### src/hdl/nearest_point_search_2d_assert.svh
// Assertion macros used by the block's top file.
`ifndef NEAREST_POINT_SEARCH_2D_ASSERT_SVH
`define NEAREST_POINT_SEARCH_2D_ASSERT_SVH

// Same-cycle implication, checked outside reset.
`define NPS_ASSERT_IMPL(label, ante, cons, msg) \
    label: assert property (@(posedge clk) disable iff (!rst_n) (ante) |-> (cons)) \
        else $error(msg);

// Next-cycle implication, checked outside reset.
`define NPS_ASSERT_NEXT(label, ante, cons, msg) \
    label: assert property (@(posedge clk) disable iff (!rst_n) (ante) |=> (cons)) \
        else $error(msg);

`endif

### src/hdl/nps_pkg.sv
`timescale 1ns / 1ps
// ----------------------------------------------------------------------------
// nps_pkg
// Shared constants, codes and control types of the nearest point search.
// ----------------------------------------------------------------------------
package nps_pkg;

    localparam int MAX_REFS_DEF   = 1024;
    localparam int COORD_BITS_DEF = 16;

    localparam int OP_W     = 2;
    localparam int STATUS_W = 3;

    localparam logic [OP_W-1:0] OP_CLEAR = 2'd0;
    localparam logic [OP_W-1:0] OP_LOAD  = 2'd1;

    localparam logic [STATUS_W-1:0] ST_ANSWERED = 3'd0;
    localparam logic [STATUS_W-1:0] ST_EMPTY    = 3'd1;
    localparam logic [STATUS_W-1:0] ST_STORED   = 3'd2;
    localparam logic [STATUS_W-1:0] ST_DROPPED  = 3'd3;
    localparam logic [STATUS_W-1:0] ST_CLEARED  = 3'd4;

    // Commands from the controller to the datapath.
    typedef struct packed {
        logic            start;     // item accepted this cycle
        logic [OP_W-1:0] op;        // opcode of the accepted item
        logic            issue;     // read the next table entry
        logic            finish;    // scan drained, latch the answer
        logic            out_load;  // move the result into the output register
    } cmd_t;

    // Status from the datapath to the controller.
    typedef struct packed {
        logic empty;      // table holds no point
        logic scan_last;  // entry being issued is the last stored one
        logic busy;       // distance pipeline holds work
    } stat_t;

endpackage

### src/hdl/nps_ctrl.sv
`timescale 1ns / 1ps
// ----------------------------------------------------------------------------
// nps_ctrl
// Controller: accepts items, sequences the table scan and owns the output
// valid flag.
// ----------------------------------------------------------------------------
module nps_ctrl (
    input  logic                     clk,
    input  logic                     rst_n,
    input  logic                     in_valid,
    output logic                     in_ready,
    input  logic [nps_pkg::OP_W-1:0] in_op,
    output logic                     out_valid,
    input  logic                     out_ready,
    output nps_pkg::cmd_t            cmd,
    input  nps_pkg::stat_t           stat
);

    localparam logic [1:0] S_IDLE  = 2'd0;
    localparam logic [1:0] S_SCAN  = 2'd1;
    localparam logic [1:0] S_DRAIN = 2'd2;
    localparam logic [1:0] S_DONE  = 2'd3;

    logic [1:0] state_reg;
    logic [1:0] state_next;
    logic       out_valid_reg;
    logic       out_valid_next;
    logic       accept;

    assign in_ready = (state_reg == S_IDLE);
    assign accept   = in_valid && in_ready;

    always_comb
    begin
        cmd          = '0;
        cmd.start    = accept;
        cmd.op       = in_op;
        cmd.issue    = (state_reg == S_SCAN);
        cmd.finish   = (state_reg == S_DRAIN) && !stat.busy;
        cmd.out_load = (state_reg == S_DONE) && (!out_valid_reg || out_ready);
    end

    always_comb
    begin
        state_next = state_reg;
        unique case (state_reg)
            S_IDLE:
            begin
                if (accept)
                begin
                    // a query on a non-empty table scans, all else answers at once
                    if (in_op[1] && !stat.empty)
                    begin
                        state_next = S_SCAN;
                    end
                    else
                    begin
                        state_next = S_DONE;
                    end
                end
            end
            S_SCAN:
            begin
                if (stat.scan_last)
                begin
                    state_next = S_DRAIN;
                end
            end
            S_DRAIN:
            begin
                if (!stat.busy)
                begin
                    state_next = S_DONE;
                end
            end
            S_DONE:
            begin
                if (cmd.out_load)
                begin
                    state_next = S_IDLE;
                end
            end
            default:
            begin
                state_next = S_IDLE;
            end
        endcase
    end

    always_comb
    begin
        priority if (cmd.out_load)
        begin
            out_valid_next = 1'b1;
        end
        else if (out_ready)
        begin
            out_valid_next = 1'b0;
        end
        else
        begin
            out_valid_next = out_valid_reg;
        end
    end

    always_ff @(posedge clk or negedge rst_n)
    begin
        if (!rst_n)
        begin
            state_reg     <= S_IDLE;
            out_valid_reg <= 1'b0;
        end
        else
        begin
            state_reg     <= state_next;
            out_valid_reg <= out_valid_next;
        end
    end

    assign out_valid = out_valid_reg;

endmodule

### config.mk
export PLATFORM = sky130hd
export DESIGN_NAME = nps_ctrl
export DESIGN_NICKNAME = d
export VERILOG_FILES = /design/src/hdl/nearest_point_search_2d_assert.svh /design/src/hdl/nps_pkg.sv /design/src/hdl/nps_ctrl.sv
export SDC_FILE = /design/constraint.sdc
export NUM_CORES = 1
export LEC_CHECK = 0
export ABC_CLOCK_PERIOD_IN_PS = 1700
export BUFFER_PORTS_ARGS = -buffer_cell sky130_fd_sc_hd__buf_2
export CORE_AREA = 2 2 39 41
export CTS_CLUSTER_SIZE = 10
export DETAILED_ROUTE_END_ITERATION = 10
export DIE_AREA = 0 0 41 43
export SKIP_CTS_REPAIR_TIMING = 1
export SLEW_MARGIN = 20
export SYNTH_ARGS = -nofsm -noshare
export SYNTH_HDL_FRONTEND = slang
export SYNTH_SLANG_ARGS = --single-unit
### constraint.sdc
create_clock -name clk -period 1.7 [get_ports clk]
set_input_delay 0.34 -clock clk [delete_from_list [all_inputs] [get_ports clk]]
set_output_delay 0.34 -clock clk [all_outputs]
set_load 0.05 [all_outputs]
=== Word-level counts from Yosys, hierarchy flattened ===
Index checks and enable logic that the tools add are counted.

* Register bits: 3
* Input bits: 9
* Output and inout bits: 8
* Word-level logic and storage cells: 28

* Eq/ne operators: 7
* Multiplexer cells: 8
* Reduce and logical (&&, ||, !) cells: 11

{| class="wikitable"
|+ Operators with widths
! operator !! number
|-
| $mux W2 || 5
|-
| $pmux W2 S4 || 1
|-
| $eq A2 B2 Y1 const B || 2
|-
| $logic_and A1 B1 Y1 || 4
|-
| $ne A2 B1 Y1 const B || 2
|-
| $ne A2 B2 Y1 const B || 2
|-
| $reduce_and A4 Y1 || 1
|-
| $logic_not A1 Y1 || 3
|-
| $eq A2 B1 Y1 const B || 1
|-
| $logic_not A2 Y1 || 1
|-
| $mux W1 || 2
|-
| $reduce_bool A2 Y1 || 1
|-
| $logic_or A1 B1 Y1 || 1
|}

=== Depth between registers and ports, before layout ===
* Depth after elaboration: 5
* Depth in mapped cells: 5

=== Worst setup path after synthesis ===
Ideal clock, no wire load.

* Path kind: flip-flop to output port
* Start: reg state_reg[1]
* End: out cmd[5] (netlist name)
* Arrival time: 1412 ps
* Required time: 1360 ps
* Setup slack: -52 ps
* Stages on the path, launching flop included: 5
* Buffers on the path: 1
* Cell sequence: dfrtp_1 > inv_1 > ha_1 > and2_1 > buf_4

* Word-level cells in the longest chain between the ends: 2

{| class="wikitable"
|+ Ends and longest elaborated chain
! what !! line !! RTL
|-
| from (decl) || nps_ctrl.sv:24 || <nowiki>logic [1:0] state_reg;</nowiki>
|-
| from (signal assigned) || nps_ctrl.sv:115 || <nowiki>state_reg <= state_next;</nowiki>
|-
| $logic_not A2 Y1 || nps_ctrl.sv:30 || <nowiki>assign in_ready = (state_reg == S_IDLE);</nowiki>
|-
| via in_ready || nps_ctrl.sv:11 || <nowiki>output logic in_ready,</nowiki>
|-
| $logic_and A1 B1 Y1 || nps_ctrl.sv:31 || <nowiki>assign accept = in_valid && in_ready;</nowiki>
|-
| to (decl) || nps_ctrl.sv:15 || <nowiki>output nps_pkg::cmd_t cmd,</nowiki>
|}

The timed path passes the listed nets, and every way through them passes these cells.

==> run metrics <==
fin. max-slew vios 0; setup TNS 0 ns; clock latency on the worst-skew pair 0.23 ns; CP max stage cell dfrtp_1; Fmax achieved 609 MHz; outcome completed; CTS root buf clkbuf_4; H-tree depth 1; # port buffers 14; CP top delay family flip-flops; Worst-path clk slew 0.03 ns; Post-Syn Area per Cell 9.59 µm²; crit-path max FO 6; largest stage delay on the critical path 0.42 ns; r2r setup slk 0.42 ns; Lkg Pwr 0.208 nW; min Tclk post-route 1.64 ns; Routed WL per cell 9.10 µm; Post-synth EDFFs 0; r2r startpoint state_reg[1]; sequential area share after synthesis 26.1%; Critical Path, Cell by Cell inv_1 > ha_2 > and2_1 > buf_4; Top FF cell, synth dfrtp_1; Final Cycle Share 96.6%; Vias 244; Netlist Area Pre-Place 288 µm²; Setup-failing EPs final 0; Final Hold Viols 0; synth top area cells dfrtp_1 26%, ha_1 17%, buf_4 10%; global routing's busiest layer met2; clock sinks 3; Die Wd 41 µm; RSZ-0062 raised after global routing yes; met3 usage 4.71%; Cells after Synth 30; Buf/Inv on CP 2; Reg-to-Reg End state_reg[1]; CTS tree done; DRC 0; CP Launch Point state_reg[1]; Starting Density 20.8%; WS Path Type reg -> out; relative slew slack 83.7%; # diodes 0; global-route track usage on met1 6.15%; Post-Route Utilization 28.8%; Worst Hold Path EP out_valid; DR vias/cell 4.00; Fin Clk Skew 0.0000204 ns; cell taking the most area after synthesis dfrtp_1; hold_sp out_ready; max_cap viols 0; syn nets 43; Post-Route WL 555 µm; Post-synth ARST share 100%; ratio of cells with drive above 1 in the final layout 53.3%; path category of the worst min-delay check in -> reg; GPL Wtd Cong 0.657; max reg flops 2; commonest cells in the netlist 4 x buf_4, 4 x ha_1, 3 x dfrtp_1, 3 x nand2b_1; Critical Path End Type primary output; vias in the first global route 224; area share of the largest cell type after synthesis 26.1%; pre-CTS WS 0.240 ns; FF-to-FF path depth 5; Clock Tree Buf Depth 2; nets@finish 59; Total Power Consumption 0.863 mW; antenna violations before repair 0; met2 Usage GRT 12.5%; synth warn 0; post-synth cell types 17; core area 1380 µm²; Worst Tran Pin Value 0.247 ns; PnR worst setup slack 0.0586 ns; fill count 158; # rows 14; first-pass GRT wire length 834 µm; Die Height 43 µm; Antenna Nets Post-Route 0; Critical Path Start Type register; I/O Pins 17; worst vdd ir 0.463 mV; TritonCTS Buffers 3; pin count of the biggest net entering global routing 7; worst path required time 1.36 ns; DP Wirelength 473 µm; WHS 0.400 ns; gr usage total 8.05%; grt total ovfl 0; DRT Pass-1 Iters 1; Worst Path Arrival 1.30 ns; Initial DRC Count 0; #FFs+latches synth 3; WHS Path Cells 3; die area 1760 µm²; area grow syn2layout 38.3%; PwrDens 2170 nW/µm²
cell usage in the layout (no fill, tap or decap), drive strengths merged, types with 2 or more instances in the layout:
cell / instances
clkbuf: 4
nor2b: 2
and2: 2
dfrtp: 3
nand2b: 4
ha: 4
buf: 14
inv: 3
final cells by class:
cell class,instances,area (µm²),share of cell area [%]
multi-input combinational,20,176,44.3
tap,16,20.0,5.03
timing repair buffer,15,88.8,22.3
clock buffer,4,26.3,6.60
sequential,3,75.1,18.9
inverter,3,11.3,2.83
power breakdown:
| part | switching, mW | internal [mW] | total [mW] |
|---|---|---|---|
| Clock | 0.0345 | 0.0878 | 0.122 |
| Combinational | 0.392 | 0.202 | 0.595 |
| Sequential | 0.0364 | 0.110 | 0.146 |
worst max path at each step:
stage / endpoint / cells past startpoint / slack, ns
final: cmd[5] / 4 / 0.06
after detailed placement: cmd[5] / 4 / 0.24
after global routing: cmd[5] / 4 / -0.04
after CTS: cmd[5] / 4 / -0.02
after global placement: cmd[5] / 4 / 0.26
after floorplan: cmd[5] / 4 / 0.14
routing by layer:
layer / share of wire, % / wire, µm / vias up
li1: - / - / 127
met1: 39 / 215 / 110
met2: 54 / 300 / 7
met3: 7.0 / 39 / 0
met4: 0 / 0 / 0
met5: 0 / 0 / -
per-stage QoR:
| stage | cells | area (µm²) |
|---|---|---|
| 5_1_grt | 61 | 398 |
| 3_3_place_gp | 56 | 353 |
| 3_5_place_dp | 56 | 353 |
| 4_1_cts | 60 | 379 |
| 6_report | 61 | 398 |
| 2_1_floorplan | 30 | 293 |
tightest hold or removal path: stages:
cell and delay, ns:
buf_2 0.08, nand2b_1 0.10, nand2b_1 0.06
logic make-up (layout without fill, tap and decap cells):
group / after synthesis / in the layout / synth area share [%]
simple gates: 12 / 12 / 26.5
compound gates: 4 / 4 / 15.7
buf+inv: 7 / 22 / 14.3
flops: 3 / 3 / 26.1
fa+ha+maj: 4 / 4 / 17.4
Power figures use the tool's default switching activity.
